$ cat src/rtl/terminal_byte_stream_cursor_engine_macros.svh
// Assertion macros shared by the cursor engine RTL.
// Depends on nothing; users must have signals named clock and reset in scope.
`ifndef TERMINAL_BYTE_STREAM_CURSOR_ENGINE_MACROS_SVH
`define TERMINAL_BYTE_STREAM_CURSOR_ENGINE_MACROS_SVH

`ifndef SYNTHESIS

// property checked every clock outside reset
`define TBSC_ASSERT(label, prop) \
   label: assert property (@(posedge clock) disable iff (reset) prop) \
      else $error("tbsc assertion failed");

// condition in one cycle implies a result in the next
`define TBSC_ASSERT_NEXT(label, cond, nxt) \
   label: assert property (@(posedge clock) disable iff (reset) (cond) |=> (nxt)) \
      else $error("tbsc next-cycle assertion failed");

`else

`define TBSC_ASSERT(label, prop)
`define TBSC_ASSERT_NEXT(label, cond, nxt)

`endif

`endif

$ cat src/rtl/tbsc_pkg.sv
// Shared types, constants and codes of the terminal byte stream cursor engine.
// Depends on nothing; every RTL module of the block refers to it by scoped names.
package tbsc_pkg;

   // screen limits
   localparam int MAX_COLS = 256;
   localparam int MAX_ROWS = 128;

   // field widths
   localparam int COL_W    = 8;
   localparam int ROW_W    = 7;
   localparam int CCOUNT_W = 9;
   localparam int RCOUNT_W = 8;
   localparam int BYTE_W   = 8;
   localparam int COLOR_W  = 32;
   localparam int HEX_W    = 24;
   localparam int CSR_W    = 9;

   localparam logic [CCOUNT_W-1:0] COLS_LIMIT = CCOUNT_W'(MAX_COLS);
   localparam logic [RCOUNT_W-1:0] ROWS_LIMIT = RCOUNT_W'(MAX_ROWS);
   localparam logic [CCOUNT_W-1:0] COLS_RESET = CCOUNT_W'(80);
   localparam logic [RCOUNT_W-1:0] ROWS_RESET = RCOUNT_W'(25);

   // queue depths (powers of two)
   localparam int CMD_DEPTH = 4;
   localparam int CMD_PTR_W = $clog2(CMD_DEPTH);
   localparam int CMD_CNT_W = $clog2(CMD_DEPTH + 1);
   localparam int RES_DEPTH = 4;
   localparam int RES_PTR_W = $clog2(RES_DEPTH);
   localparam int RES_CNT_W = $clog2(RES_DEPTH + 1);
   localparam logic [CMD_CNT_W-1:0] CMD_FULL = CMD_CNT_W'(CMD_DEPTH);
   localparam logic [RES_CNT_W-1:0] RES_FULL = RES_CNT_W'(RES_DEPTH);

   // colors
   localparam logic [COLOR_W-1:0] COLOR_WHITE  = 32'hFFFF_FFFF;
   localparam logic [COLOR_W-1:0] COLOR_ERASE  = 32'h00FF_FFFF;
   localparam logic [COLOR_W-1:0] ALPHA_OPAQUE = 32'hFF00_0000;

   // character codes
   localparam logic [BYTE_W-1:0] CHAR_NUL      = 8'h00;
   localparam logic [BYTE_W-1:0] CHAR_BS       = 8'h08;
   localparam logic [BYTE_W-1:0] CHAR_LF       = 8'h0A;
   localparam logic [BYTE_W-1:0] CHAR_ESC      = 8'h1B;
   localparam logic [BYTE_W-1:0] CHAR_SPACE    = 8'h20;
   localparam logic [BYTE_W-1:0] CHAR_HASH     = 8'h23;
   localparam logic [BYTE_W-1:0] CHAR_ZERO     = 8'h30;
   localparam logic [BYTE_W-1:0] CHAR_LBRACKET = 8'h5B;
   localparam logic [BYTE_W-1:0] CHAR_M        = 8'h6D;

   // configuration register indexes
   localparam logic CSR_COLUMN_COUNT = 1'b0;
   localparam logic CSR_ROW_COUNT    = 1'b1;

   // request opcodes
   localparam logic OP_TEXT  = 1'b0;
   localparam logic OP_CLEAR = 1'b1;

   typedef enum logic [1:0] {
      ACT_DRAW   = 2'd0,
      ACT_SCROLL = 2'd1,
      ACT_CLEAR  = 2'd2
   } action_type;

   typedef enum logic [2:0] {
      PH_IDLE    = 3'd0,
      PH_ESC     = 3'd1,
      PH_BRACKET = 3'd2,
      PH_ZERO    = 3'd3,
      PH_HEX     = 3'd4,
      PH_WAIT_M  = 3'd5
   } phase_type;

   // classified word passed from front to back: a clear or up to two text bytes
   typedef struct packed {
      logic                is_clear;
      logic                b0_valid;
      logic                b1_valid;
      logic [BYTE_W-1:0]   b0;
      logic [BYTE_W-1:0]   b1;
      logic [COLOR_W-1:0]  color;
   } cmd_type;

   // one result word
   typedef struct packed {
      action_type          action;
      logic [COL_W-1:0]    col;
      logic [ROW_W-1:0]    row;
      logic [BYTE_W-1:0]   glyph;
      logic [COLOR_W-1:0]  color;
      logic                last;
   } res_type;

endpackage

$ cat src/rtl/tbsc_front.sv
// Front end: escape parser and color state; turns each accepted word into a command.
// Depends on tbsc_pkg.
module tbsc_front (
   input  logic                         clock,
   input  logic                         reset,
   input  logic                         accept,
   input  logic                         opcode,
   input  logic [tbsc_pkg::BYTE_W-1:0]  data_byte,
   input  logic                         end_of_message,
   output logic                         cmd_push,
   output tbsc_pkg::cmd_type            cmd_word
);

   tbsc_pkg::phase_type                 phase_ff, phase_in, phase_feed;
   logic [tbsc_pkg::COLOR_W-1:0]        color_ff, color_in, color_feed;
   logic [tbsc_pkg::HEX_W-1:0]          acc_ff, acc_in, acc_feed;
   logic [2:0]                          cnt_ff, cnt_in, cnt_feed;
   logic                                text_go;
   logic                                is_hex;
   logic [3:0]                          nib_value;
   logic                                take_plain;
   logic                                zero_first;
   logic                                plain_ok;
   logic [2:0]                          cnt_inc;

   // left-justify the collected digits, force alpha
   function automatic logic [tbsc_pkg::COLOR_W-1:0] apply_hex(
      input logic [tbsc_pkg::HEX_W-1:0] acc,
      input logic [2:0]                 n
   );
      logic [tbsc_pkg::HEX_W-1:0] v;
      case (n)
         3'd0:    v = 24'h00_0000;
         3'd1:    v = {acc[3:0], 20'h0_0000};
         3'd2:    v = {acc[7:0], 16'h0000};
         3'd3:    v = {acc[11:0], 12'h000};
         3'd4:    v = {acc[15:0], 8'h00};
         3'd5:    v = {acc[19:0], 4'h0};
         default: v = acc;
      endcase
      return tbsc_pkg::ALPHA_OPAQUE | {8'h00, v};
   endfunction

   // an escape byte in text position arms the parser
   function automatic tbsc_pkg::phase_type plain_phase(input logic [tbsc_pkg::BYTE_W-1:0] b);
      return (b == tbsc_pkg::CHAR_ESC) ? tbsc_pkg::PH_ESC : tbsc_pkg::PH_IDLE;
   endfunction

   assign text_go = accept && (opcode == tbsc_pkg::OP_TEXT);
   assign cnt_inc = cnt_ff + 3'd1;

   // hex digit decode
   always_comb begin
      is_hex    = 1'b0;
      nib_value = 4'h0;
      if (data_byte inside {[8'h30:8'h39]}) begin
         is_hex    = 1'b1;
         nib_value = data_byte[3:0];
      end else if (data_byte inside {[8'h61:8'h66]}) begin
         is_hex    = 1'b1;
         nib_value = 4'(data_byte - 8'h57);
      end else if (data_byte inside {[8'h41:8'h46]}) begin
         is_hex    = 1'b1;
         nib_value = 4'(data_byte - 8'h37);
      end
   end

   // parser next state
   always_comb begin
      phase_feed = phase_ff;
      if (text_go) begin
         case (phase_ff)
            tbsc_pkg::PH_ESC: begin
               phase_feed = (data_byte == tbsc_pkg::CHAR_LBRACKET) ?
                            tbsc_pkg::PH_BRACKET : plain_phase(data_byte);
            end
            tbsc_pkg::PH_BRACKET: begin
               if (data_byte == tbsc_pkg::CHAR_ZERO)
                  phase_feed = tbsc_pkg::PH_ZERO;
               else if (data_byte == tbsc_pkg::CHAR_HASH)
                  phase_feed = tbsc_pkg::PH_HEX;
               else if (data_byte == tbsc_pkg::CHAR_M)
                  phase_feed = tbsc_pkg::PH_IDLE;
               else
                  phase_feed = plain_phase(data_byte);
            end
            tbsc_pkg::PH_ZERO: begin
               if (data_byte == tbsc_pkg::CHAR_M || data_byte == tbsc_pkg::CHAR_NUL)
                  phase_feed = tbsc_pkg::PH_IDLE;
               else
                  phase_feed = plain_phase(data_byte);
            end
            tbsc_pkg::PH_HEX: begin
               if (is_hex)
                  phase_feed = (cnt_inc >= 3'd6) ? tbsc_pkg::PH_WAIT_M : tbsc_pkg::PH_HEX;
               else if (data_byte == tbsc_pkg::CHAR_M)
                  phase_feed = tbsc_pkg::PH_IDLE;
               else
                  phase_feed = plain_phase(data_byte);
            end
            tbsc_pkg::PH_WAIT_M: begin
               phase_feed = (data_byte == tbsc_pkg::CHAR_M) ?
                            tbsc_pkg::PH_IDLE : plain_phase(data_byte);
            end
            default: phase_feed = plain_phase(data_byte);
         endcase
      end
      phase_in = (text_go && end_of_message) ? tbsc_pkg::PH_IDLE : phase_feed;
   end

   // parser outputs: color, hex run and the command word
   always_comb begin
      color_feed = color_ff;
      acc_feed   = acc_ff;
      cnt_feed   = cnt_ff;
      take_plain = 1'b0;
      zero_first = 1'b0;
      case (phase_ff)
         tbsc_pkg::PH_ESC: take_plain = (data_byte != tbsc_pkg::CHAR_LBRACKET);
         tbsc_pkg::PH_BRACKET: begin
            if (data_byte == tbsc_pkg::CHAR_HASH) begin
               acc_feed = '0;
               cnt_feed = '0;
            end
            take_plain = !(data_byte == tbsc_pkg::CHAR_ZERO ||
                           data_byte == tbsc_pkg::CHAR_HASH ||
                           data_byte == tbsc_pkg::CHAR_M);
         end
         tbsc_pkg::PH_ZERO: begin
            if (data_byte == tbsc_pkg::CHAR_M || data_byte == tbsc_pkg::CHAR_NUL) begin
               color_feed = tbsc_pkg::COLOR_WHITE;
            end else begin
               zero_first = 1'b1;
               take_plain = 1'b1;
            end
         end
         tbsc_pkg::PH_HEX: begin
            if (is_hex) begin
               acc_feed = {acc_ff[tbsc_pkg::HEX_W-5:0], nib_value};
               cnt_feed = cnt_inc;
               if (cnt_inc >= 3'd6)
                  color_feed = apply_hex({acc_ff[tbsc_pkg::HEX_W-5:0], nib_value}, cnt_inc);
            end else begin
               color_feed = apply_hex(acc_ff, cnt_ff);
               take_plain = (data_byte != tbsc_pkg::CHAR_M);
            end
         end
         tbsc_pkg::PH_WAIT_M: take_plain = (data_byte != tbsc_pkg::CHAR_M);
         default: take_plain = 1'b1;
      endcase

      plain_ok = take_plain && (data_byte != tbsc_pkg::CHAR_ESC);

      cmd_word.is_clear = (opcode == tbsc_pkg::OP_CLEAR);
      cmd_word.color    = color_feed;
      if (zero_first) begin
         cmd_word.b0       = tbsc_pkg::CHAR_ZERO;
         cmd_word.b0_valid = 1'b1;
         cmd_word.b1       = data_byte;
         cmd_word.b1_valid = plain_ok;
      end else begin
         cmd_word.b0       = data_byte;
         cmd_word.b0_valid = plain_ok;
         cmd_word.b1       = data_byte;
         cmd_word.b1_valid = 1'b0;
      end
      // every word goes back, escape-only ones still saturate the cursor
      cmd_push = accept;

      // end of message closes any pending escape
      color_in = color_ff;
      acc_in   = acc_ff;
      cnt_in   = cnt_ff;
      if (text_go) begin
         color_in = color_feed;
         acc_in   = acc_feed;
         cnt_in   = cnt_feed;
         if (end_of_message) begin
            if (phase_feed == tbsc_pkg::PH_HEX)
               color_in = apply_hex(acc_feed, cnt_feed);
            else if (phase_feed == tbsc_pkg::PH_ZERO)
               color_in = tbsc_pkg::COLOR_WHITE;
            acc_in = '0;
            cnt_in = '0;
         end
      end
   end

   always_ff @(posedge clock) begin
      if (reset) begin
         phase_ff <= tbsc_pkg::PH_IDLE;
         color_ff <= tbsc_pkg::COLOR_WHITE;
         acc_ff   <= '0;
         cnt_ff   <= '0;
      end else begin
         phase_ff <= phase_in;
         color_ff <= color_in;
         acc_ff   <= acc_in;
         cnt_ff   <= cnt_in;
      end
   end

endmodule

$ cat src/rtl/tbsc_cmd_queue.sv
// Command queue between the front end and the back end.
// Depends on tbsc_pkg.
module tbsc_cmd_queue (
   input  logic                clock,
   input  logic                reset,
   input  logic                push,
   input  tbsc_pkg::cmd_type   push_word,
   output logic                full,
   input  logic                pop,
   output tbsc_pkg::cmd_type   head_word,
   output logic                head_valid
);

   tbsc_pkg::cmd_type                   mem_ff [tbsc_pkg::CMD_DEPTH];
   logic [tbsc_pkg::CMD_PTR_W-1:0]      wr_ptr_ff, wr_ptr_in;
   logic [tbsc_pkg::CMD_PTR_W-1:0]      rd_ptr_ff, rd_ptr_in;
   logic [tbsc_pkg::CMD_CNT_W-1:0]      count_ff, count_in;
   logic                                do_push, do_pop;

   assign full       = (count_ff == tbsc_pkg::CMD_FULL);
   assign head_valid = (count_ff != '0);
   assign head_word  = mem_ff[rd_ptr_ff];
   assign do_push    = push && !full;
   assign do_pop     = pop && head_valid;

   // pointer and fill tracking
   always_comb begin
      wr_ptr_in = do_push ? wr_ptr_ff + tbsc_pkg::CMD_PTR_W'(1) : wr_ptr_ff;
      rd_ptr_in = do_pop  ? rd_ptr_ff + tbsc_pkg::CMD_PTR_W'(1) : rd_ptr_ff;
      count_in  = count_ff;
      if (do_push && !do_pop)
         count_in = count_ff + tbsc_pkg::CMD_CNT_W'(1);
      else if (do_pop && !do_push)
         count_in = count_ff - tbsc_pkg::CMD_CNT_W'(1);
   end

   always_ff @(posedge clock) begin
      if (reset) begin
         wr_ptr_ff <= '0;
         rd_ptr_ff <= '0;
         count_ff  <= '0;
      end else begin
         wr_ptr_ff <= wr_ptr_in;
         rd_ptr_ff <= rd_ptr_in;
         count_ff  <= count_in;
      end
   end

   // storage, no reset
   always_ff @(posedge clock) begin
      if (do_push)
         mem_ff[wr_ptr_ff] <= push_word;
   end

endmodule

$ cat src/rtl/tbsc_back.sv
// Back end: cursor engine that steps through commands and queues result words.
// Depends on tbsc_pkg and terminal_byte_stream_cursor_engine_macros.svh.
`include "terminal_byte_stream_cursor_engine_macros.svh"

module tbsc_back (
   input  logic                           clock,
   input  logic                           reset,
   input  logic [tbsc_pkg::CCOUNT_W-1:0]  column_count,
   input  logic [tbsc_pkg::RCOUNT_W-1:0]  row_count,
   input  tbsc_pkg::cmd_type              head,
   input  logic                           head_valid,
   output logic                           head_pop,
   input  logic                           pop,
   output logic                           empty,
   output tbsc_pkg::res_type              rsp_word
);

   logic [tbsc_pkg::COL_W-1:0]      col_ff, col_c, ncol;
   logic [tbsc_pkg::ROW_W-1:0]      row_ff, row_c, nrow;
   logic                            scroll_pend_ff, scroll_pend_in;
   logic                            sel_ff, sel_in;
   logic [tbsc_pkg::CCOUNT_W-1:0]   eff_cols;
   logic [tbsc_pkg::RCOUNT_W-1:0]   eff_rows;
   logic                            col_end, row_end;
   logic [tbsc_pkg::BYTE_W-1:0]     cur_byte;
   logic                            step_go;
   logic                            emit;
   logic                            second;
   logic                            done;
   tbsc_pkg::res_type               res_word;

   tbsc_pkg::res_type               res_mem_ff [tbsc_pkg::RES_DEPTH];
   logic [tbsc_pkg::RES_PTR_W-1:0]  res_wr_ff, res_wr_in;
   logic [tbsc_pkg::RES_PTR_W-1:0]  res_rd_ff, res_rd_in;
   logic [tbsc_pkg::RES_CNT_W-1:0]  res_count_ff, res_count_in;
   logic                            res_full, res_push, res_pop;

   // does a text byte at this cursor produce any result word
   function automatic logic has_result(
      input logic [tbsc_pkg::BYTE_W-1:0]   b,
      input logic [tbsc_pkg::COL_W-1:0]    col,
      input logic [tbsc_pkg::ROW_W-1:0]    row,
      input logic [tbsc_pkg::RCOUNT_W-1:0] rows
   );
      logic r;
      case (b)
         tbsc_pkg::CHAR_LF: r = (({1'b0, row} + 8'd1) >= rows);
         tbsc_pkg::CHAR_BS: r = (col != '0) || (row != '0);
         default:           r = 1'b1;
      endcase
      return r;
   endfunction

   // effective screen size
   always_comb begin
      if (column_count == '0)
         eff_cols = tbsc_pkg::CCOUNT_W'(1);
      else if (column_count > tbsc_pkg::COLS_LIMIT)
         eff_cols = tbsc_pkg::COLS_LIMIT;
      else
         eff_cols = column_count;
      if (row_count == '0)
         eff_rows = tbsc_pkg::RCOUNT_W'(1);
      else if (row_count > tbsc_pkg::ROWS_LIMIT)
         eff_rows = tbsc_pkg::ROWS_LIMIT;
      else
         eff_rows = row_count;
   end

   // cursor saturated to the screen, wrap tests
   always_comb begin
      col_c   = ({1'b0, col_ff} >= eff_cols) ? tbsc_pkg::COL_W'(eff_cols - 9'd1) : col_ff;
      row_c   = ({1'b0, row_ff} >= eff_rows) ? tbsc_pkg::ROW_W'(eff_rows - 8'd1) : row_ff;
      col_end = (({1'b0, col_c} + 9'd1) >= eff_cols);
      row_end = (({1'b0, row_c} + 8'd1) >= eff_rows);
   end

   assign res_full = (res_count_ff == tbsc_pkg::RES_FULL);
   assign step_go  = head_valid && !res_full;
   assign cur_byte = sel_ff ? head.b1 : head.b0;

   // one step of the cursor engine: at most one result word
   always_comb begin
      emit           = 1'b0;
      res_word       = '0;
      res_word.action = tbsc_pkg::ACT_DRAW;
      ncol           = col_c;
      nrow           = row_c;
      scroll_pend_in = 1'b0;
      if (scroll_pend_ff) begin
         emit            = 1'b1;
         res_word.action = tbsc_pkg::ACT_SCROLL;
      end else if (head.is_clear) begin
         emit            = 1'b1;
         res_word.action = tbsc_pkg::ACT_CLEAR;
         ncol            = '0;
         nrow            = '0;
      end else if (!head.b0_valid) begin
         // escape-only word: nothing drawn, cursor only saturated
         emit = 1'b0;
      end else begin
         case (cur_byte)
            tbsc_pkg::CHAR_LF: begin
               ncol = '0;
               if (row_end) begin
                  emit            = 1'b1;
                  res_word.action = tbsc_pkg::ACT_SCROLL;
               end else begin
                  nrow = row_c + 7'd1;
               end
            end
            tbsc_pkg::CHAR_BS: begin
               if (col_c == '0) begin
                  if (row_c != '0) begin
                     nrow = row_c - 7'd1;
                     ncol = tbsc_pkg::COL_W'(eff_cols - 9'd1);
                     emit = 1'b1;
                  end
               end else begin
                  ncol = col_c - 8'd1;
                  emit = 1'b1;
               end
               res_word.col   = ncol;
               res_word.row   = nrow;
               res_word.glyph = tbsc_pkg::CHAR_SPACE;
               res_word.color = tbsc_pkg::COLOR_ERASE;
            end
            default: begin
               emit           = 1'b1;
               res_word.col   = col_c;
               res_word.row   = row_c;
               res_word.glyph = cur_byte;
               res_word.color = head.color;
               if (col_end) begin
                  ncol = '0;
                  if (row_end)
                     scroll_pend_in = 1'b1;
                  else
                     nrow = row_c + 7'd1;
               end else begin
                  ncol = col_c + 8'd1;
               end
            end
         endcase
      end

      // what follows this step within the same command
      second = !scroll_pend_in && !sel_ff && head.b1_valid && !head.is_clear;
      done   = !scroll_pend_in && !second;
      sel_in = second ? 1'b1 : (done ? 1'b0 : sel_ff);
      res_word.last = !scroll_pend_in &&
                      !(second && has_result(head.b1, ncol, nrow, eff_rows));
   end

   assign head_pop = step_go && done;

   always_ff @(posedge clock) begin
      if (reset) begin
         col_ff         <= '0;
         row_ff         <= '0;
         scroll_pend_ff <= 1'b0;
         sel_ff         <= 1'b0;
      end else if (step_go) begin
         col_ff         <= ncol;
         row_ff         <= nrow;
         scroll_pend_ff <= scroll_pend_in;
         sel_ff         <= sel_in;
      end
   end

   // result queue toward the rsp side
   assign res_push = step_go && emit;
   assign empty    = (res_count_ff == '0);
   assign res_pop  = pop && !empty;
   assign rsp_word = res_mem_ff[res_rd_ff];

   always_comb begin
      res_wr_in    = res_push ? res_wr_ff + tbsc_pkg::RES_PTR_W'(1) : res_wr_ff;
      res_rd_in    = res_pop  ? res_rd_ff + tbsc_pkg::RES_PTR_W'(1) : res_rd_ff;
      res_count_in = res_count_ff;
      if (res_push && !res_pop)
         res_count_in = res_count_ff + tbsc_pkg::RES_CNT_W'(1);
      else if (res_pop && !res_push)
         res_count_in = res_count_ff - tbsc_pkg::RES_CNT_W'(1);
   end

   always_ff @(posedge clock) begin
      if (reset) begin
         res_wr_ff    <= '0;
         res_rd_ff    <= '0;
         res_count_ff <= '0;
      end else begin
         res_wr_ff    <= res_wr_in;
         res_rd_ff    <= res_rd_in;
         res_count_ff <= res_count_in;
      end
   end

   always_ff @(posedge clock) begin
      if (res_push)
         res_mem_ff[res_wr_ff] <= res_word;
   end

   // checks
   `TBSC_ASSERT(a_res_count_bound, res_count_ff <= tbsc_pkg::RES_FULL)
   `TBSC_ASSERT(a_scroll_holds_cmd, scroll_pend_ff |-> head_valid)
   `TBSC_ASSERT(a_sel_second_byte, sel_ff |-> (head_valid && head.b1_valid))
   `TBSC_ASSERT_NEXT(a_clear_homes, step_go && head.is_clear, {col_ff, row_ff} == '0)

endmodule

$ cat src/rtl/terminal_byte_stream_cursor_engine.sv
// Top level of the terminal byte stream cursor engine: CSRs and front/queue/back wiring.
// Depends on tbsc_pkg, tbsc_front, tbsc_cmd_queue and tbsc_back.
//
//   channel   handshake          payload
//   req       push / full        req_opcode, req_data_byte, req_end_of_message
//   rsp       pop / empty        rsp_action, rsp_cell_col, rsp_cell_row,
//                                rsp_glyph_code, rsp_cell_color, rsp_last_result
//   csr       csr_write_enable   csr_index, csr_write_data
//
// The front accepts one word per cycle, while the command queue is not full, into a four-entry command queue.
// The back retires one step per cycle: one step for most words, escape words that
// draw nothing included, two when a draw wraps into a scroll, up to four for ESC[0
// followed by a text byte. Results wait in a four-entry queue.
// full rises while the command queue holds four commands; the back stalls while
// the result queue is full. Synchronous reset: cursor home, color opaque white,
// parser idle, queues empty, screen 80 by 25.
module terminal_byte_stream_cursor_engine (
   input  logic                            clock,
   input  logic                            reset,
   input  logic                            push,
   output logic                            full,
   input  logic                            req_opcode,
   input  logic [tbsc_pkg::BYTE_W-1:0]     req_data_byte,
   input  logic                            req_end_of_message,
   output logic                            empty,
   input  logic                            pop,
   output logic [1:0]                      rsp_action,
   output logic [tbsc_pkg::COL_W-1:0]      rsp_cell_col,
   output logic [tbsc_pkg::ROW_W-1:0]      rsp_cell_row,
   output logic [tbsc_pkg::BYTE_W-1:0]     rsp_glyph_code,
   output logic [tbsc_pkg::COLOR_W-1:0]    rsp_cell_color,
   output logic                            rsp_last_result,
   input  logic                            csr_write_enable,
   input  logic                            csr_index,
   input  logic [tbsc_pkg::CSR_W-1:0]      csr_write_data
);

   logic [tbsc_pkg::CCOUNT_W-1:0]  column_count_ff, column_count_in;
   logic [tbsc_pkg::RCOUNT_W-1:0]  row_count_ff, row_count_in;
   logic                           accept;
   logic                           cmd_push;
   tbsc_pkg::cmd_type              cmd_word;
   tbsc_pkg::cmd_type              head_word;
   logic                           head_valid;
   logic                           head_pop;
   tbsc_pkg::res_type              rsp_word;

   // configuration registers
   always_comb begin
      column_count_in = column_count_ff;
      row_count_in    = row_count_ff;
      if (csr_write_enable) begin
         case (csr_index)
            tbsc_pkg::CSR_COLUMN_COUNT: column_count_in = csr_write_data;
            tbsc_pkg::CSR_ROW_COUNT:    row_count_in    = csr_write_data[tbsc_pkg::RCOUNT_W-1:0];
            default: ;
         endcase
      end
   end

   always_ff @(posedge clock) begin
      if (reset) begin
         column_count_ff <= tbsc_pkg::COLS_RESET;
         row_count_ff    <= tbsc_pkg::ROWS_RESET;
      end else begin
         column_count_ff <= column_count_in;
         row_count_ff    <= row_count_in;
      end
   end

   assign accept = push && !full;

   tbsc_front u_front (
      .clock          (clock),
      .reset          (reset),
      .accept         (accept),
      .opcode         (req_opcode),
      .data_byte      (req_data_byte),
      .end_of_message (req_end_of_message),
      .cmd_push       (cmd_push),
      .cmd_word       (cmd_word)
   );

   tbsc_cmd_queue u_cmd_queue (
      .clock      (clock),
      .reset      (reset),
      .push       (cmd_push),
      .push_word  (cmd_word),
      .full       (full),
      .pop        (head_pop),
      .head_word  (head_word),
      .head_valid (head_valid)
   );

   tbsc_back u_back (
      .clock        (clock),
      .reset        (reset),
      .column_count (column_count_ff),
      .row_count    (row_count_ff),
      .head         (head_word),
      .head_valid   (head_valid),
      .head_pop     (head_pop),
      .pop          (pop),
      .empty        (empty),
      .rsp_word     (rsp_word)
   );

   // result word onto the rsp ports
   assign rsp_action      = rsp_word.action;
   assign rsp_cell_col    = rsp_word.col;
   assign rsp_cell_row    = rsp_word.row;
   assign rsp_glyph_code  = rsp_word.glyph;
   assign rsp_cell_color  = rsp_word.color;
   assign rsp_last_result = rsp_word.last;

endmodule
$ cat config.mk
export PLATFORM = sky130hd
export DESIGN_NAME = terminal_byte_stream_cursor_engine
export DESIGN_NICKNAME = d
export VERILOG_FILES = /design/src/rtl/tbsc_pkg.sv /design/src/rtl/tbsc_front.sv /design/src/rtl/tbsc_cmd_queue.sv /design/src/rtl/tbsc_back.sv /design/src/rtl/terminal_byte_stream_cursor_engine.sv
export VERILOG_INCLUDE_DIRS = /design/src /design/src/rtl
export SDC_FILE = /design/constraint.sdc
export NUM_CORES = 1
export LEC_CHECK = 0
export ABC_AREA = 1
export BUFFER_PORTS_ARGS = -buffer_cell sky130_fd_sc_hd__buf_2
export CAP_MARGIN = 20
export CORE_UTILIZATION = 57
export CTS_CLUSTER_DIAMETER = 60
export DETAILED_ROUTE_END_ITERATION = 7
export PLACE_DENSITY = 0.81
export SYNTH_ARGS = -nofsm -noshare
export SYNTH_HDL_FRONTEND = slang
export SYNTH_SLANG_ARGS = --single-unit
$ cat constraint.sdc
create_clock -name clock -period 7.4 [get_ports clock]
set_input_delay 1.11 -clock clock [delete_from_list [all_inputs] [get_ports clock]]
set_output_delay 1.11 -clock clock [all_outputs]
set_load 0.02 [all_outputs]
==> results of run 1 <==
[layer usage]
metal	global-route usage	vias up
met5	0	-
met1	0.452	11200
li1	-	10900
met2	0.480	1261
met3	0.0691	163
met4	0.0795	4
[synthesized netlist by cell type, drive strengths merged]
library cell,number
a21o,1
nand4,24
xnor2,1
nor4,3
a31oi,5
clkbuf,113
ha,69
o22ai,120
buf,44
a22oi,27
and2,1
nand3,102
clkinv,7
a2111oi,4
nor2,367
or3b,1
o221ai,23
fa,2
o21bai,2
inv,283
a211oi,8
edfxtp,436
nand2,617
a32oi,2
and3,1
a21boi,2
o2111ai,9
xor2,19
o211ai,28
a21oi,260
o21a,3
a32o,2
o31ai,4
o311ai,1
dfxtp,114
or2,9
o22a,1
o21ai,325
a221oi,27
nor3,19
nand3b,2
[sequential cells by signal, indices dropped and copies added (netlist names), 7 cells and up, named ones only]
name	count
u_front.acc_ff	24
u_back.col_ff	8
u_front.color_ff	32
u_cmd_queue.mem_ff	204
u_back.row_ff	7
row_count_ff	8
column_count_ff	9
u_back.res_mem_ff	232
[layout by cell type (no fill, tap or decap), drive strengths merged, types with 3 or more instances in the layout]
cell / instances
nand3: 102
o211ai: 28
a2111oi: 4
a31oi: 5
nor3: 19
dfxtp: 114
a21oi: 260
o21ai: 325
nor4: 3
a22oi: 27
clkbuf: 67
ha: 69
o22ai: 120
xor2: 19
clkinv: 26
nor2: 367
bufinv: 8
nand4: 25
buf: 145
a211oi: 8
o2111ai: 9
o31ai: 4
inv: 292
clkinvlp: 3
or2: 9
edfxtp: 436
nand2: 617
o21a: 3
a221oi: 27
o221ai: 23
[final timing paths]
path | from | slack, ns | to | depth (start not counted)
hold reg to reg | u_front.acc_ff[23]$_SDFFE_PP0P_ | 0.47 | u_front.acc_ff[23]$_SDFFE_PP0P_ | 2
setup reg to reg | column_count_ff[6]$_SDFFE_PP1P_ | 0.53 | u_back.res_mem_ff[1][0]$_DFFE_PP_ | 42
setup / recovery | column_count_ff[6]$_SDFFE_PP1P_ | 0.53 | u_back.res_mem_ff[1][0]$_DFFE_PP_ | 42
hold / removal | u_front.acc_ff[23]$_SDFFE_PP0P_ | 0.47 | u_front.acc_ff[23]$_SDFFE_PP0P_ | 2
[logic make-up (layout without fill, tap and decap cells)]
group,after synthesis,count (layout)
fa+ha+maj,71,71
other cells,0,1
buf+inv,447,541
simple gates,1146,1147
compound gates,854,854
xor+xnor,20,20
flops,550,550
[metrics by stage]
step	power (W)	cell area [sq um]
floorplan	0.00820	28000
global placement	0.00982	29000
detailed placement	0.00997	29000
CTS	0.0129	30900
global route	0.0139	31200
finish	0.0132	31200
[worst min-delay path, cell delays in order, from the launching register on]
cell and delay (ns):
dfxtp_1 0.31, nand2_1 0.06, a21oi_1 0.05
[power groups by stage]
stage	clock network (W)	logic (W)	registers [W]
global placement	0	0.00530	0.00452
global route	0.00312	0.00622	0.00454
CTS	0.00300	0.00545	0.00449
finish	0.00298	0.00568	0.00450
floorplan	0	0.00369	0.00451
detailed placement	0	0.00542	0.00455
[what timing repair did]
action | in CTS | in global routing
gates resized for setup | 1 | 36
setup endpoints to repair | 4 | 4
hold buffers | 0 | 0
pin swaps | 0 | 11
buffers inserted | 0 | 10
cloned | 0 | 1
[cell type report]
class | instances | area (sq um)
tap | 615 | 769
timing repair buffer | 145 | 907
antenna | 1 | 2.50
sequential | 550 | 15400
multi-input combinational | 2092 | 11100
clock inverter | 39 | 500
fill | 3812 | 16900
clock buffer | 67 | 1470
inverter | 290 | 1090
==> out/results.tsv, run 1 <==
stage	metric	value	unit
global_route	Total GRT Usage	0.313	
global_route	first-pass GRT wire length	122000	microns
sta	Rel. slew slack	0.241	
cts	Skew-Pair Late Insertion Delay	0.64	ns
cts	clock transition at the registers of the reported paths	0.06	ns
synthesis	Synth Area in Adders	0.0323	
finish	layout cells sized above 1	0.117	
sta	Final period util	0.928	
worst_setup_path	endpoint type of the worst setup path	register	
worst_setup_path	Buf/Inv on CP	7	
cts	H-tree Lvls	2	
sta	final-report setup violation count	0	
synthesis	Synth Instances	3088	
synthesis	Synth area leaders	edfxtp_1 (47%), dfxtp_1 (8.2%), nand2_1 (8.0%)	
synthesis	mux share of post-synthesis cell area	0	
sta	Max Clock Skew	0.0349	ns
floorplanning	Placeable Area	48000	sq um
synthesis	post-synth top area cell	edfxtp_1	
floorplanning	die span in x	224	microns
placement	dpl cells	3680	
floorplanning	io pins	85	
finish	fin util	0.649	
sta	RSZ-0062 raised after global routing	false	
sta	Max Slew Vio Count	0	
worst_setup_path	Worst Path Arrival	7.32	ns
routing	via/cell ratio	6.20	
finish	Nets	3232	
min_path	hold crit path type	register to register	
synthesis	Mean Syn Cell Area	9.06	sq um
routing	uppermost layer routed	met5	
routing	DR pass1 iterations	8	
worst_setup_path	family with the most delay on the worst path	simple AND/OR/NAND/NOR gates	
sta	worst hold margin	0.469	ns
global_route	largest net degree at the start of global routing	99	
cts	CTS root buffer	clkbuf_16	
synthesis	Post-Syn Nets	3184	
routing	remaining antenna violation count after routing	0	
synthesis	main combinational cell family by area after synthesis	compound AO/OA/AOI/OAI gates	
power_and_ir_drop	Net Sw Frac	0.415	
worst_setup_path	crit path kind	register to register	
finish	non-filler cells, final	3799	
routing	initial DRC count	3105	
sta	slew at the pin with the worst max-slew slack	1.13	ns
routing	wire per inst	21.1	microns
power_and_ir_drop	P_leak	11.9	nW
power_and_ir_drop	Pwr Density	422	nW/um^2
placement	port bufs	84	
global_route	grt ovf	0	
synthesis	Cell Area, Synth	28000	sq um
floorplanning	die area	50000	sq um
worst_setup_path	CP max stage cell	dfxtp_1	
power_and_ir_drop	Int Pwr	0.00769	W
placement	GP Congestion	0.954	
synthesis	area share of the largest cell type after synthesis	0.468	
power_and_ir_drop	Net Sw Power	0.00546	W
synthesis	simple logic cell fraction of the synthesized area	0.171	
floorplanning	# rows	80	
power_and_ir_drop	Clock power frac	0.226	
finish	synthesis-to-layout area growth	11.5	%
worst_setup_path	crit start category	register	
global_route	initial antenna violation count	2	
sta	Fin. Hold Viols	0	
routing	WL met3	8230	microns
power_and_ir_drop	maximum vdd drop	0.326	mV
power_and_ir_drop	sequential share of power	0.342	
floorplanning	chip height	224	microns
synthesis	Synth Area in Compound Gates	0.178	
power_and_ir_drop	Comb power frac	0.432	
cts	Inserted Clock Buffers	57	
sta	Max Clk Rate	146	MHz
synthesis	synthesis warning total	0	
synthesis	#FFs+latches synth	550	
routing	vias	23600	
placement	Setup WS pre-CTS	-0.0300	ns
worst_setup_path	Worst EP required	7.85	ns
routing	WL met1	34500	microns
cts	CTS tree	done	
synthesis	sequential area share after synthesis	0.550	
placement	Final HPWL DP	52400	microns
routing	met2 wire len	35900	microns
sta	min cycle time layout	6.87	ns
routing	drt drc	0	
outcome	status	completed	
routing	Routed WL	80100	microns
synthesis	XOR/XNOR Fraction of Synth Area	0.00626	
cts	Clock Tree Buf Depth	3	
flow_run	max-cap violation count	0	
sta	Post-Route Setup TNS	0	ns
global_route	number of global-route vias before repair	21700	
worst_setup_path	CP Max Fanout	6	
sta	PnR worst setup slack	0.529	ns
floorplanning	Starting Density	0.582	
cts	clock sink count	550	
worst_setup_path	CP max stage delay	0.34	ns
synthesis	Distinct cells, synth	63	
Power figures use the tool's default switching activity.
==> run 2: changes to the inputs <==
--- a/config.mk
+++ b/config.mk
@@ -6,11 +6,11 @@
 export SDC_FILE = /design/constraint.sdc
 export NUM_CORES = 1
 export LEC_CHECK = 0
-export ABC_AREA = 1
+export ABC_AREA = 0
 export BUFFER_PORTS_ARGS = -buffer_cell sky130_fd_sc_hd__buf_2
 export CAP_MARGIN = 20
 export CORE_UTILIZATION = 57
-export CTS_CLUSTER_DIAMETER = 60
+export CTS_CLUSTER_DIAMETER = 120
 export DETAILED_ROUTE_END_ITERATION = 7
 export PLACE_DENSITY = 0.81
 export SYNTH_ARGS = -nofsm -noshare
==> run 2 against run 1 <==
  * First-iteration DRC count decreased by 5.9%
  * Area after synthesis decreased by 1.1%
  * Critical endpoint is now u_back.res_mem_ff[3][0]$_DFFE_PP_
  * Utilization increased by 0.66 points
  * Cell area increased by 0.60%
  * Sequential power decreased by 3%
  * Global-route usage increased by 1.6 points
  * Setup slack got worse by 0.23 ns
  * Clock power decreased by 5%
  * Flip-flop and latch count unchanged
  * Combinational power decreased by 4.6%
  * Die area decreased by 1.1%
  * Critical path depth decreased by 8
==> out/results.tsv, run 2 <==
stage	metric	value	unit
routing	remaining antenna violation count after routing	0	
sta	Fin. Hold Viols	0	
sta	final-report setup violation count	0	
power_and_ir_drop	Pwr Density	402	nW/um^2
floorplanning	chip height	222	microns
worst_setup_path	crit start category	register	
worst_setup_path	endpoint type of the worst setup path	register	
sta	Max Clock Skew	0.0311	ns
min_path	WHS Endpoint	u_front.color_ff[25]$_SDFFE_PP1P_	
finish	Nets	2536	
routing	initial DRC count	2922	
synthesis	area share of the largest cell type after synthesis	0.473	
sta	Post-Route Setup TNS	0	ns
finish	Final Instance Area	31400	sq um
floorplanning	io pins	85	
finish	fill count	3447	
worst_setup_path	CP max stage delay	0.52	ns
placement	port bufs	84	
finish	Largest register FFs	232	
floorplanning	die span in x	222	microns
placement	Setup WS pre-CTS	-0.132	ns
sta	PnR worst setup slack	0.304	ns
synthesis	Post-synth EDFFs	436	
finish	most frequent cells in the layout	edfxtp_1 (436), nor2_1 (226), nand2_1 (199)	
synthesis	Async SR Flop Fraction	0	
synthesis	Mean Syn Cell Area	11.9	sq um
floorplanning	# rows	80	
sta	Final period util	0.959	
worst_setup_path	CP most frequent cell	a21o_1	
synthesis	Post-Syn Nets	2427	
global_route	grt ovf	0	
routing	wire per inst	26.4	microns
worst_setup_path	crit path kind	register to register	
synthesis	Synth area leaders	edfxtp_1 (47%), mux4_2 (8.8%), dfxtp_1 (8.2%)	
finish	synthesis-to-layout area growth	13.4	%
power_and_ir_drop	maximum vdd drop	0.224	mV
finish	n_diodes	0	
synthesis	Main synth FF type	edfxtp_1	
global_route	first-pass GRT wire length	124000	microns
floorplanning	Placeable Area	47800	sq um
worst_setup_path	CP max stage cell	or4_1	
global_route	Total GRT Usage	0.330	
finish	most common cell after layout, fill and taps aside	edfxtp_1	
placement	GP Congestion	0.981	
cts	H-tree Lvls	2	
synthesis	most frequent cell after synthesis	edfxtp_1	
outcome	status	completed	
synthesis	#FFs+latches synth	550	
routing	via/cell ratio	6.80	
min_path	hold depth	1	
flow_run	max-cap violation count	0	
worst_setup_path	Worst R2R Start	column_count_ff[8]$_SDFFE_PP0P_	
sta	Max Clk Rate	141	MHz
worst_setup_path	worst reg2reg endpoint	u_back.res_mem_ff[3][0]$_DFFE_PP_	
finish	Top reg by flops	u_back.res_mem_ff	
finish	layout cells sized above 1	0.208	
placement	Final HPWL DP	54000	microns
sta	RSZ-0062 raised after global routing	false	
worst_setup_path	reg2reg path depth	34	
routing	drt drc	0	
synthesis	synthesis warning total	0	
synthesis	commonest cells in the netlist	edfxtp_1 (436), nor2_1 (227), nand2_1 (200)	
min_path	hold_sp	u_front.color_ff[25]$_SDFFE_PP1P_	
cts	Clock Tree Buf Depth	3	
global_route	number of global-route vias before repair	20300	
sta	slew at the pin with the worst max-slew slack	1.08	ns
routing	DR pass1 iterations	8	
cts	Inserted Clock Buffers	53	
finish	non-filler cells, final	3100	
synthesis	post-synth top area cell	edfxtp_1	
finish	Top Registers	u_back.res_mem_ff: 232 flops, u_cmd_queue.mem_ff: 204 flops, u_front.color_ff: 32 flops	
cts	CTS root buffer	clkbuf_16	
sta	Max Slew Vio Count	0	
floorplanning	die area	49400	sq um
global_route	largest net degree at the start of global routing	63	
sta	Rel. slew slack	0.271	
cts	clock sink count	550	
placement	dpl cells	2994	
cts	CTS tree	done	
routing	vias	21100	
power_and_ir_drop	P_leak	10.7	nW
placement	Area after DPL	29400	sq um
floorplanning	Starting Density	0.578	
sta	min cycle time layout	7.10	ns
worst_setup_path	CP Max Fanout	7	
cts	Skew-Pair Late Insertion Delay	0.63	ns
worst_setup_path	Worst Path Arrival	7.50	ns
worst_setup_path	Worst EP required	7.80	ns
min_path	hold crit path type	register to register	
synthesis	Distinct cells, synth	94	
global_route	initial antenna violation count	0	
cts	clock transition at the registers of the reported paths	0.07	ns
synthesis	Cell Area, Synth	27700	sq um
worst_setup_path	reg2reg setup slack	0.30	ns
routing	Routed WL	81700	microns
synthesis	Synth Instances	2331	
synthesis	sequential area share after synthesis	0.556	
-- run 2: cell count changes in the layout (fill, tap and decap cells not counted), sizes merged, moves of 28 or more --
cell | before | now
buf | 145 | 225
mux2i | 0 | 29
o21ai | 325 | 140
inv | 292 | 47
xnor2 | 1 | 29
o22ai | 120 | 24
a21oi | 260 | 143
nor2 | 367 | 228
nand2 | 617 | 200
mux4 | 0 | 108
nand3 | 102 | 46
-- run 2: area by class of cell --
cell class / instances / area, sq um / share of cell area
timing repair buffer: 226 / 1540 / 0.0489
inverter: 44 / 166 / 0.00530
clock inverter: 27 / 332 / 0.0106
sequential: 550 / 15400 / 0.491
multi-input combinational: 1565 / 11700 / 0.373
clock buffer: 73 / 1480 / 0.0473
tap: 615 / 769 / 0.0245
-- run 2: repair_timing --
item,4_1_cts,5_1_grt
resized for setup,4,21
setup endpoints to repair,4,4
hold buffers,0,0
pin swaps,1,7
setup buffers,0,3
hold endpoints to repair,0,0
-- run 2: kinds of logic after synthesis --
kind of cell               after synthesis  share of synthesized area
and+or+nand+nor                        705                      0.121
AOI/OAI and AO/OA                      603                      0.146
DFF                                    550                      0.556
buffers and inverters                  216                     0.0301
muxes                                  144                      0.101
adders and majority gates               71                     0.0327
xor gates and xnor gates                42                     0.0133
-- run 2: report_power, final --
part / total (W) / internal, W / switching (W)
registers: 0.00437 / 0.00411 / 0.000257
clock network: 0.00282 / 0.00160 / 0.00122
logic: 0.00542 / 0.00204 / 0.00339
-- run 2: worst max-delay path: cells and delay by family (launching register included) --
family	cells	cell delay (ns)
compound gates	17	3.36
xor+xnor	1	0.14
fa+ha+maj	5	1.29
buf+inv	2	0.19
flops	1	0.35
mux	1	0.18
simple gates	8	1.37
-- run 2: worst max path at each step --
stage	startpoint	to	slack (ns)	cells after the start
after detailed placement	column_count_ff[4]$_SDFFE_PP1P_	u_back.res_mem_ff[3][0]$_DFFE_PP_	-0.13	35
after CTS	column_count_ff[8]$_SDFFE_PP0P_	u_back.res_mem_ff[3][0]$_DFFE_PP_	0.03	36
after global routing	row_count_ff[5]$_SDFFE_PP0P_	u_back.res_mem_ff[2][0]$_DFFE_PP_	0.004	35
after floorplan	column_count_ff[8]$_SDFFE_PP0P_	u_back.res_mem_ff[0][0]$_DFFE_PP_	0.007	40
after global placement	column_count_ff[4]$_SDFFE_PP1P_	u_back.res_mem_ff[0][0]$_DFFE_PP_	-0.02	37
final	column_count_ff[8]$_SDFFE_PP0P_	u_back.res_mem_ff[3][0]$_DFFE_PP_	0.30	34
-- run 2: stage by stage --
step,util,total power [W],hold slack (ns)
3_3_place_gp,0.615,0.00946,0.420
5_1_grt,0.656,0.0131,0.477
2_1_floorplan,-,0.00770,0.410
3_5_place_dp,0.615,0.00960,0.422
6_report,0.656,0.0126,0.455
4_1_cts,0.653,0.0125,0.452
-- run 2: routing by layer --
metal / track usage / vias to the layer above / wire length [microns]
li1: - / 9216 / -
met1: 0.476 / 10400 / 33600
met2: 0.509 / 1337 / 36900
met3: 0.0641 / 186 / 8830
met4: 0.0957 / 0 / 2410
met5: 0 / - / 0
